$ cat src/rtl/rsa_pkg.sv
// rsa_pkg: shared types and constants for the saturation adjust pipeline.
// No dependencies; used by every module of the block.
package rsa_pkg;

  localparam int PIX_W     = 8;    // one colour channel
  localparam int LSUM_W    = 9;    // max + min
  localparam int SAT_FULL  = 100;  // full-scale increment
  localparam int L_SPAN    = 510;  // 2 * 255
  localparam int RCP_SHIFT = 24;   // reciprocal scale, 2^24
  localparam int RCP_W     = 25;   // holds 2^24 for a divisor of one
  localparam int QX_W      = 16;   // halved magnitude of the scaled offset
  localparam int DEN_N     = 256;  // divisor table depth

  typedef struct packed {
    logic [PIX_W-1:0] channel_a_in;
    logic [PIX_W-1:0] channel_b_in;
    logic [PIX_W-1:0] channel_c_in;
  } in_item_t;

  typedef struct packed {
    logic [PIX_W-1:0] channel_a_out;
    logic [PIX_W-1:0] channel_b_out;
    logic [PIX_W-1:0] channel_c_out;
  } out_item_t;

  // per-stage load enables, s1 nearest the input
  typedef struct packed {
    logic s1;
    logic s2;
    logic s3;
    logic s4;
    logic s5;
    logic s6;
  } stage_en_t;

endpackage

$ cat src/rtl/rsa_factor.sv
// rsa_factor: stages 1 and 2 - pixel extremes, then gain numerator/denominator.
// Depends on rsa_pkg.
module rsa_factor (
  input  logic                             clk,
  input  rsa_pkg::stage_en_t               en,
  input  rsa_pkg::in_item_t                in_data,
  input  logic signed [rsa_pkg::PIX_W-1:0] sat_inc,
  output logic [rsa_pkg::PIX_W-1:0]        t_a,
  output logic [rsa_pkg::PIX_W-1:0]        t_b,
  output logic [rsa_pkg::PIX_W-1:0]        t_c,
  output logic [rsa_pkg::LSUM_W-1:0]       lsum,
  output logic [rsa_pkg::PIX_W-1:0]        num,
  output logic [rsa_pkg::PIX_W-1:0]        den,
  output logic                             bypass
);

  localparam int PW = rsa_pkg::PIX_W;
  localparam int LW = rsa_pkg::LSUM_W;

  // stage 1
  logic [PW-1:0] mn, mx, mn_ab, mx_ab;
  logic [LW-1:0] l_sum, l_rev;
  logic [PW-1:0] s1_a_r, s1_b_r, s1_c_r;
  logic [PW-1:0] s1_delta_r, s1_m_r;
  logic [LW-1:0] s1_lsum_r;

  always_comb begin
    mn_ab = (in_data.channel_b_in < in_data.channel_a_in) ?
            in_data.channel_b_in : in_data.channel_a_in;
    mx_ab = (in_data.channel_b_in > in_data.channel_a_in) ?
            in_data.channel_b_in : in_data.channel_a_in;
    mn    = (in_data.channel_c_in < mn_ab) ? in_data.channel_c_in : mn_ab;
    mx    = (in_data.channel_c_in > mx_ab) ? in_data.channel_c_in : mx_ab;
    l_sum = {1'b0, mx} + {1'b0, mn};
    l_rev = LW'(rsa_pkg::L_SPAN) - l_sum;
  end

  always_ff @(posedge clk) begin
    if (en.s1) begin
      s1_a_r     <= in_data.channel_a_in;
      s1_b_r     <= in_data.channel_b_in;
      s1_c_r     <= in_data.channel_c_in;
      s1_delta_r <= mx - mn;
      s1_lsum_r  <= l_sum;
      s1_m_r     <= (l_sum < l_rev) ? l_sum[PW-1:0] : l_rev[PW-1:0];
    end
  end

  // stage 2: 100*delta against (100-inc)*m picks the gain ratio
  logic        [14:0]   prod_d;
  logic signed [8:0]    gap;
  logic signed [17:0]   prod_m;
  logic                 first_br;
  logic [PW-1:0]        t_a_r, t_b_r, t_c_r, num_r, den_r;
  logic [LW-1:0]        lsum_r;
  logic                 bypass_r;

  always_comb begin
    prod_d   = 15'(rsa_pkg::SAT_FULL) * {7'd0, s1_delta_r};
    gap      = 9'sd100 - {sat_inc[PW-1], sat_inc};
    prod_m   = {{9{gap[8]}}, gap} * $signed({10'd0, s1_m_r});
    first_br = $signed({3'b000, prod_d}) >= prod_m;
  end

  always_ff @(posedge clk) begin
    if (en.s2) begin
      t_a_r    <= s1_a_r;
      t_b_r    <= s1_b_r;
      t_c_r    <= s1_c_r;
      lsum_r   <= s1_lsum_r;
      num_r    <= first_br ? (s1_m_r - s1_delta_r) : sat_inc[PW-1:0];
      den_r    <= first_br ? s1_delta_r : gap[PW-1:0];
      bypass_r <= (sat_inc <= 8'sd0) || (s1_delta_r == '0);
    end
  end

  assign t_a    = t_a_r;
  assign t_b    = t_b_r;
  assign t_c    = t_c_r;
  assign lsum   = lsum_r;
  assign num    = num_r;
  assign den    = den_r;
  assign bypass = bypass_r;

endmodule

$ cat config.mk
export PLATFORM = sky130hd
export DESIGN_NAME = rsa_factor
export DESIGN_NICKNAME = d
export VERILOG_FILES = /design/src/rtl/rsa_pkg.sv /design/src/rtl/rsa_factor.sv
export SDC_FILE = /design/constraint.sdc
export NUM_CORES = 1
export LEC_CHECK = 0
export ABC_AREA = 1
export BUFFER_PORTS_ARGS = -buffer_cell sky130_fd_sc_hd__buf_2
export CAP_MARGIN = 30
export CORE_ASPECT_RATIO = 0.75
export CORE_UTILIZATION = 50
export DETAILED_ROUTE_END_ITERATION = 12
export PLACE_DENSITY = 0.66
export SLEW_MARGIN = 25
export SYNTH_ARGS = -nofsm -noshare
export SYNTH_HDL_FRONTEND = slang
export SYNTH_SLANG_ARGS = --single-unit
export TNS_END_PERCENT = 1
$ cat constraint.sdc
create_clock -name clk -period 11.09 [get_ports clk]
set_clock_uncertainty 0.15 [all_clocks]
set_input_delay 2.218 -clock clk [delete_from_list [all_inputs] [get_ports clk]]
set_output_delay 2.218 -clock clk [all_outputs]
set_load 0.01 [all_outputs]
==> impl_results.md <==
- Hold Buf Count CTS: 0
- CTS Sinks: 98
- Grt ovf: 0
- Ys Warns: 0
- Max-cap violations: 0
- Post-synth top area cell: edfxtp_1
- Antenna Nets Post-Route: 0
- Slew Viols, Final: 0
- Status: finished, final reports clean
- Top_reg_cell synth: edfxtp_1
- # port buffers: 84
- Clock slew at reported path FFs: roughly 70 ps
- Worst min path class: reg2reg
- Final net count: roughly 1400
- Post-synthesis cell area: ~0.0096 mm²
- Post-synth ARST share: 0%
- Critical path data arrival time: between 9000 and 10000 ps
- Drt drc: 0
- Multi-input logic area: approximately 0.0056 mm²
- Post-synthesis mux area share: 0%
- Htree depth: 3
- Synthesized flop and latch total: 98
- Die height: around 120 µm
- Die X: 162.0 µm
- Worst slew margin: ~56%
- Period utilization: around 84%
- Starting Density: 51.56%
- Share of the synthesized area in the top cell type: a little over 30%
- Crit-path max FO: 16
- Post-synth EDFFs: 98
- WL per Instance: 14.87 µm
- Share of cells above drive strength 1: 11.20%
- Max reg flops: 9
- Synth Area in Simple Gates: approximately 17%
- Post-synthesis cell type count: 44
- Worst slew pin tran: 663.0 ps
- Commonest non-fill, non-tap cell in the layout: inv_1
- CTS tree: yes
- Via count: about 7200
- Row cnt: 43
- Startpoint Class: input pin
- Final setup vio count: 0
- Die area: ~0.020 mm²
- Filler Cell Count: around 1800
- Tmin final: approximately 9300 ps
- # Post-CTS Setup Buffers: 0
- Core box area: around 0.019 mm²
- Synth area leaders: edfxtp_1, ha_1, fa_1
- Vias in the first global route: 6868
- CP max stage delay: ~640 ps
- First-pass GRT wire length: about 35000 µm
- Critical Path RT: 11130 ps
- Worst-Skew Late Latency: around 340 ps
- Critical Path Sink Type: flop
- Synth Area in Compound Gates: under 10%
- Area share of fa/ha/maj cells after synthesis: 31.23%
- Inserted Diodes: 0
- Final Hold Vio Count: 0
- Fin area: approximately 0.011 mm²
- Main combinational cell family by area after synthesis: adder cells
- # IOs: between 80 and 90
- Slowest cell on the critical path: fa_1
- Post-Syn Nets: about 1300
- Post-Route WL: 21320 µm
- Post-Synth XOR/XNOR Area: between 4 and 5%
- Post-DP HPWL: 17770 µm
- Max Clk Rate: around 0.11 GHz
- Sequential-to-total area share from yosys stat: 30.66%
- RSZ-0062 raised after global routing: no
- 1st-iter DRT viols: 668
- Area delta synth->final: 10.38%
- CTS root buffer: clkbuf_16
- Hold_ws: 265.6 ps
- Mean area per synthesized cell: 8.741 µm²
- Largest net degree at the start of global routing: between 50 and 60
- CTS Buf Count: 9
- Setup_tns: 0 ps
- Initial antenna violation count: 0
- RePlAce Congestion: between 0.8 and 0.9
- Number of vias per cell: ~5.1
- Number of iterations in the first detailed-routing pass: 5
- Critical path class: in2reg
- Post-DP Area: slightly above 0.01 mm²
- Commonest non-fill, non-tap cells in the layout: inv_1, nand2_1, ha_1
- GRT Total Usage: between 20% and 30%
- Post-CTS resize count: 0
- Seq. cell area: approximately 0.0029 mm²
- Gate Count Post-Synth: 1098
- Maximum clock path buffer count: 2
==> worst max-delay path, delay by kind of cell <==
| kind | cells | cell delay, ps |
|---|---|---|
| compound gates | 5 | 830 |
| xor+xnor | 1 | 170 |
| fa+ha+maj | 7 | 3080 |
| buf+inv | 8 | 780 |
| simple gates | 15 | 2240 |
==> stage by stage <==
step / utilization, % / worst slack (ps) / cells
finish: 56.91 / 1783 / 1434
floorplan: - / 2581 / 1098
CTS: 56.87 / 1868 / 1433
detailed placement: 55.20 / 1523 / 1417
global placement: 55.09 / 1655 / 1416
global route: 56.91 / 1215 / 1434
==> per-layer routing <==
layer	vias up	global-route usage, %	part of all wire [%]
met5	-	0	0
met4	0	3.066	0.57
met3	10	3.882	8.2
met2	235	32.27	38
met1	3351	38.36	53
li1	3649	-	-
==> path summary, 6_finish.rpt <==
kind | from | end | slack (ps) | cells after the start
setup / recovery | sat_inc[0] | den[6] | 1780 | 36
hold / removal | s1_b_r[7] | t_b[7] | 270 | 0
setup reg to reg | s1_m_r[0] | den[6] | 4290 | 27
hold reg to reg | s1_b_r[7] | t_b[7] | 270 | 0
==> synthesized netlist by cell type, types with 5 or more instances <==
library cell / number
inv_1: 244
nand2_1: 243
ha_1: 134
edfxtp_1: 98
fa_1: 66
nand3_1: 58
nor2_1: 54
a21oi_1: 45
o21ai_0: 41
xor2_1: 24
xnor2_1: 16
nand4_1: 7
buf_2: 6
clkbuf_1: 6
nand2_2: 6
inv_2: 5
==> logic make-up after synthesis <==
logic type,after synthesis
and+or+nand+nor,385
buffers and inverters,264
adders and majority gates,200
AOI/OAI and AO/OA,109
DFF,98
xor gates and xnor gates,42
==> area by class of cell <==
class	count	area share, %
multi-input cells	736	53.18
flip-flops and latches	98	27.78
inverters	249	8.822
repair buffers	88	4.370
well taps	247	2.917
clock buffers	9	2.126
clock inverters	7	0.8031
Power is left out: the tool's default activity adds up to more than one toggle a clock period on the data nets, which glitch-free logic cannot reach.
