### src/rtl/rsa_pkg.sv
// rsa_pkg: shared types and constants for the saturation adjust pipeline.
// No dependencies; used by every module of the block.
package rsa_pkg;

  localparam int PIX_W     = 8;    // one colour channel
  localparam int LSUM_W    = 9;    // max + min
  localparam int SAT_FULL  = 100;  // full-scale increment
  localparam int L_SPAN    = 510;  // 2 * 255
  localparam int RCP_SHIFT = 24;   // reciprocal scale, 2^24
  localparam int RCP_W     = 25;   // holds 2^24 for a divisor of one
  localparam int QX_W      = 16;   // halved magnitude of the scaled offset
  localparam int DEN_N     = 256;  // divisor table depth

  typedef struct packed {
    logic [PIX_W-1:0] channel_a_in;
    logic [PIX_W-1:0] channel_b_in;
    logic [PIX_W-1:0] channel_c_in;
  } in_item_t;

  typedef struct packed {
    logic [PIX_W-1:0] channel_a_out;
    logic [PIX_W-1:0] channel_b_out;
    logic [PIX_W-1:0] channel_c_out;
  } out_item_t;

  // per-stage load enables, s1 nearest the input
  typedef struct packed {
    logic s1;
    logic s2;
    logic s3;
    logic s4;
    logic s5;
    logic s6;
  } stage_en_t;

endpackage

### src/rtl/rsa_chan.sv
// rsa_chan: stages 3 to 6 for one channel - scaled offset, reciprocal divide,
// floor correction and clamp. Depends on rsa_pkg.
module rsa_chan (
  input  logic                        clk,
  input  rsa_pkg::stage_en_t          en,
  input  logic [rsa_pkg::PIX_W-1:0]   t,
  input  logic [rsa_pkg::LSUM_W-1:0]  lsum,
  input  logic [rsa_pkg::PIX_W-1:0]   num,
  input  logic [rsa_pkg::PIX_W-1:0]   den,
  input  logic [rsa_pkg::RCP_W-1:0]   rcp,
  input  logic                        bypass,
  output logic [rsa_pkg::PIX_W-1:0]   result
);

  localparam int PW = rsa_pkg::PIX_W;
  localparam int QW = rsa_pkg::QX_W;
  localparam int RW = rsa_pkg::RCP_W;
  localparam int SH = rsa_pkg::RCP_SHIFT;

  // stage 3: e = (2t - L) * num, split into sign, |e|/2 and its odd bit
  logic signed [9:0]  dev;
  logic signed [18:0] e;
  logic [18:0]        e_mag;
  logic [QW-1:0]      s3_x_r;
  logic               s3_odd_r, s3_neg_r, s3_byp_r;
  logic [PW-1:0]      s3_t_r, s3_den_r;
  logic [RW-1:0]      s3_rcp_r;

  always_comb begin
    dev   = $signed({1'b0, t, 1'b0}) - $signed({1'b0, lsum});
    e     = {{9{dev[9]}}, dev} * $signed({11'd0, num});
    e_mag = e[18] ? 19'(-e) : e;
  end

  always_ff @(posedge clk) begin
    if (en.s3) begin
      s3_x_r   <= e_mag[QW:1];
      s3_odd_r <= e_mag[0];
      s3_neg_r <= e[18];
      s3_byp_r <= bypass;
      s3_t_r   <= t;
      s3_den_r <= den;
      s3_rcp_r <= rcp;
    end
  end

  // stage 4: quotient estimate, low by at most one
  logic [QW+RW-1:0] prod;
  logic [QW-1:0]    s4_q_r, s4_x_r;
  logic             s4_odd_r, s4_neg_r, s4_byp_r;
  logic [PW-1:0]    s4_t_r, s4_den_r;

  assign prod = {{RW{1'b0}}, s3_x_r} * {{QW{1'b0}}, s3_rcp_r};

  always_ff @(posedge clk) begin
    if (en.s4) begin
      s4_q_r   <= prod[SH+QW-1:SH];
      s4_x_r   <= s3_x_r;
      s4_odd_r <= s3_odd_r;
      s4_neg_r <= s3_neg_r;
      s4_byp_r <= s3_byp_r;
      s4_t_r   <= s3_t_r;
      s4_den_r <= s3_den_r;
    end
  end

  // stage 5: remainder, one-step correction
  logic [QW+PW-1:0] qd;
  logic [QW-1:0]    rem, rem_fix;
  logic             fix;
  logic [QW-1:0]    s5_q_r;
  logic             s5_rnz_r, s5_neg_r, s5_byp_r;
  logic [PW-1:0]    s5_t_r;

  always_comb begin
    qd      = {{PW{1'b0}}, s4_q_r} * {{QW{1'b0}}, s4_den_r};
    rem     = s4_x_r - qd[QW-1:0];
    fix     = rem >= {{(QW-PW){1'b0}}, s4_den_r};
    rem_fix = fix ? rem - {{(QW-PW){1'b0}}, s4_den_r} : rem;
  end

  always_ff @(posedge clk) begin
    if (en.s5) begin
      s5_q_r   <= s4_q_r + {{(QW-1){1'b0}}, fix};
      s5_rnz_r <= (rem_fix != '0) || s4_odd_r;
      s5_neg_r <= s4_neg_r;
      s5_byp_r <= s4_byp_r;
      s5_t_r   <= s4_t_r;
    end
  end

  // stage 6: floor towards minus infinity, add to channel, clamp
  logic        [QW:0]   q_mag;
  logic signed [QW+1:0] q_s, sum;
  logic [PW-1:0]        clamped;
  logic [PW-1:0]        res_r;

  always_comb begin
    q_mag = {1'b0, s5_q_r} + {{QW{1'b0}}, s5_neg_r & s5_rnz_r};
    q_s   = s5_neg_r ? -$signed({1'b0, q_mag}) : $signed({1'b0, q_mag});
    sum   = q_s + $signed({{(QW+2-PW){1'b0}}, s5_t_r});
    if (sum[QW+1]) begin
      clamped = '0;
    end else if (sum[QW:PW] != '0) begin
      clamped = '1;
    end else begin
      clamped = sum[PW-1:0];
    end
  end

  always_ff @(posedge clk) begin
    if (en.s6) begin
      res_r <= s5_byp_r ? s5_t_r : clamped;
    end
  end

  assign result = res_r;

endmodule

### config.mk
export PLATFORM = sky130hd
export DESIGN_NAME = rsa_chan
export DESIGN_NICKNAME = d
export VERILOG_FILES = /design/src/rtl/rsa_pkg.sv /design/src/rtl/rsa_chan.sv
export SDC_FILE = /design/constraint.sdc
export NUM_CORES = 1
export LEC_CHECK = 0
export BUFFER_PORTS_ARGS = -buffer_cell sky130_fd_sc_hd__buf_2
export CORE_MARGIN = 8
export CORE_UTILIZATION = 42
export DETAILED_ROUTE_END_ITERATION = 8
export SKIP_LAST_GASP = 1
export SLEW_MARGIN = 20
export SYNTH_ARGS = -nofsm -noshare
export SYNTH_HDL_FRONTEND = slang
export SYNTH_SLANG_ARGS = --single-unit
export TNS_END_PERCENT = 20
### constraint.sdc
create_clock -name clk -period 19.4 [get_ports clk]
set_clock_uncertainty 0.05 [all_clocks]
set_input_delay 3.88 -clock clk [delete_from_list [all_inputs] [get_ports clk]]
set_output_delay 3.88 -clock clk [all_outputs]
set_load 0.05 [all_outputs]
==> run summary <==
=============================================================================
Detailed Route WL                                                    59500 µm
Total number of cells along the worst setup path                           30
Die width                                                            264.1 µm
Clock-pin transition on the worst setup and hold timing paths         0.06 ns
Number of nets in the synthesized netlist                                3480
Count of buffers inserted at the top-level ports                           71
Overall die area                                                    69730 µm²
Cell row count                                                             91
Cts bufs inserted                                                          17
Diode insertion count for antenna repair                                    0
Maximum clock path buffer count                                             2
Most Frequent Cell on Critical Path                                     inv_1
Drc violations                                                              0
Post-synthesis instance total                                            2750
Final antenna-violating net count                                           0
Data arrival, critical path                                          11.20 ns
Post-synth top area share                                              35.56%
Post-CTS Hold Buffers                                                       0
Run status                                                       finished clean
Period utilisation layout                                              56.82%
CP required                                                          19.57 ns
CORE AREA                                                           61260 µm²
Warning count from the yosys run                                            0
Final-layout setup total negative slack                                  0 ns
Initial antenna violation count                                             0
Drt initial violations                                                    967
Filler Cells Inserted                                                    5806
Worst max-slew margin expressed relative to the limit                  23.46%
Overall track demand over capacity in global routing                   17.87%
Die Height                                                           264.1 µm
Maximum clock frequency                                           0.09072 GHz
Synthesized area                                                    25840 µm²
Register cell area after layout                                      4384 µm²
Maximum level of the CTS H-tree                                             4
Stage delay of the slowest cell on the critical path                  0.65 ns
Library cell with the largest summed area after synthesis                fa_1
Starting density of the core                                           42.19%
Overflow left after global routing                                          0
Min cycle time layout                                                11.02 ns
Dominant delay contributor by cell family on the critical path    adder cells
Worst hold stages                                                           0
I/O Pins                                                                   74
Synth-to-Final Area Change                                             6.555%
Fin. Hold Viols                                                             0
Max Cap Violations                                                          0
Maximum number of pins on one net before global-route repair               61
Main area contributors after synthesis                           fa_1 36%, edfxtp_1 17%, ha_1 9.9%
CP startpoint kind                                               primary input
Path depth of the worst reg2reg path                                       23
Count of vias placed by the detailed router                             18010
Vias in the first global route                                          19900
Flip-flop cell with the highest count after synthesis                edfxtp_1
TritonCTS clock tree                                                    built
Ratio of cells with drive above 1 in the final layout                  5.389%
Final HPWL from detailed placement                                   45050 µm
Hold Crit Class                                                  flop to flop
Post-cts resize count                                                       0
Endpoint kind of the worst setup timing path                             flop
Post-synth ARST share                                                      0%
Setup repair after global routing missed its margin                        no
Type of the setup path with the least slack                      primary input to flop
Via-per-instance ratio                                                  5.065
Number of setup buffers added after CTS                                     0
Number of nets in the layout                                             3482
Count of flip-flops with a built-in enable after synthesis                146
Max-slew violations                                                         0
Netlist cell types                                                         74
Number of synthesized register bits                                       146
Highest fanout seen on the critical path                                   11
First-pass GRT wire length                                          100700 µm
Multi-input gate area                                               18700 µm²
Post-Syn Area per Cell                                              9.398 µm²
Final-report setup violation count                                          0
Part of the Yosys area used for sequential elements                    16.96%
Final weighted congestion in routability-driven placement              0.8602
Post-detailed-route wirelength per cell                              16.74 µm
Clock sink count                                                          146
Cell with the largest stage delay on the worst path                      fa_1
First-pass DRT Iterations                                                   4
Total buffers and inverters traversed by the critical path                  7
Root Buffer                                                         clkbuf_16
Slew at the pin closest to its max-slew limit                        1.148 ns
Clk_lat worst skew                                                    0.48 ns
=============================================================================
## cell families (layout without fill, tap and decap cells)
| family | after synthesis | after routing | share of synthesized area (%) |
|---|---|---|---|
| adders and majority gates | 664 | 664 | 45.48 |
| AOI/OAI and AO/OA | 228 | 228 | 6.086 |
| muxes | 5 | 5 | 0.1985 |
| buffers and inverters | 724 | 739 | 10.68 |
| DFF | 146 | 146 | 16.96 |
| and+or+nand+nor | 849 | 849 | 16.02 |
| xor gates and xnor gates | 134 | 134 | 4.570 |
## worst register-to-register path, delay by kind of cell, from the launching register on
family / cells / cell delay [ns]
fa+ha+maj: 7 / 3.46
xor+xnor: 1 / 0.14
simple gates: 4 / 0.55
buf+inv: 5 / 0.27
compound gates: 6 / 1.47
flops: 1 / 0.96
## Yosys cell counts (all sizes together), types with 4 or more instances
cell type and instances:
o211ai 10, a21oi 50, a31o 6, nor3 24
nand2b 8, xor2 42, clkbuf 92, nand3 28
a21o 27, buf 12, and4 8, and3 9
or3 10, o21bai 11, a21boi 7, a211oi 11
a31oi 10, and2 241, xnor2 92, o31a 4
nor2 82, o21ai 49, o31ai 6, mux2i 4
edfxtp 146, a2111oi 4, ha 205, fa 459
nand2 389, inv 619, nor4 5, nand4 15
o21a 9, nor2b 15
## path summary, 6_finish.rpt
path / start / endpoint / slack, ns
worst max-delay path: lsum[1] / s3_x_r[0] / 8.38
worst min-delay path: s3_t_r[1] / s4_t_r[1] / 0.37
worst max register to register: s3_rcp_r[21] / s4_q_r[15] / 12.23
worst min register to register: s3_t_r[1] / s4_t_r[1] / 0.37
## cells in the final DEF, fill, tap and decap left out, types with 6 or more instances in the layout
cell,instances
inv_1,619
fa_1,459
nand2_1,389
and2_1,241
ha_1,205
edfxtp_1,146
xnor2_1,91
nor2_1,82
buf_2,70
a21oi_1,49
xor2_1,42
o21ai_0,41
nand3_1,28
a21o_1,27
nor3_1,23
clkbuf_16,17
buf_4,16
nor2b_1,15
nand4_1,14
a211oi_1,11
o21bai_1,11
o211ai_1,10
or3_1,10
a31oi_1,10
and3_1,9
nand2b_1,8
o21a_1,8
o21ai_2,8
and4_1,6
a21boi_0,6
## sequential cells by signal, indices dropped and copies added, names as in the netlist
| register | flops |
|---|---|
| s3_byp_r | 1 |
| s3_rcp_r | 25 |
| s4_byp_r | 1 |
| s3_den_r | 8 |
| s5_t_r | 8 |
| s4_den_r | 8 |
| s4_t_r | 8 |
| s5_rnz_r | 1 |
| s3_odd_r | 1 |
| s4_q_r | 16 |
| s5_byp_r | 1 |
| s4_x_r | 16 |
| s5_neg_r | 1 |
| s4_neg_r | 1 |
| s5_q_r | 16 |
| s3_t_r | 8 |
| s3_neg_r | 1 |
| s4_odd_r | 1 |
| result | 8 |
| s3_x_r | 16 |
## stage by stage
stage	setup WS (ns)	cell area, µm²	hold slack [ns]	cells	util (%)
finish	8.377	27540	0.3694	3555	44.95
global placement	8.016	26870	0.3532	3522	43.86
global route	7.854	27540	0.3699	3555	44.95
floorplan	9.053	25840	0.3503	2750	-
CTS	8.407	27510	0.3710	3554	44.91
detailed placement	7.904	26870	0.3554	3522	43.86
## final cells by class
| class | count | share of cell area, % |
|---|---|---|
| clock buffers | 17 | 1.545 |
| clock inverters | 15 | 0.7815 |
| inverters | 620 | 8.451 |
| multi-input cells | 1880 | 67.90 |
| flip-flops and latches | 146 | 15.92 |
| well taps | 790 | 3.589 |
| repair buffers | 87 | 1.808 |
## metal layers
metal / share of wire, % / vias up / wire length, µm / global-route usage, %
li1: - / 8424 / - / -
met1: 44 / 9129 / 26450 / 23.49
met2: 49 / 381 / 29280 / 30.39
met3: 4.4 / 71 / 2619 / 2.594
met4: 1.9 / 0 / 1154 / 5.426
met5: 0 / - / 0 / 0
Power is left out: the tool's default activity adds up to more than one toggle a clock period on the data nets, which glitch-free logic cannot reach.
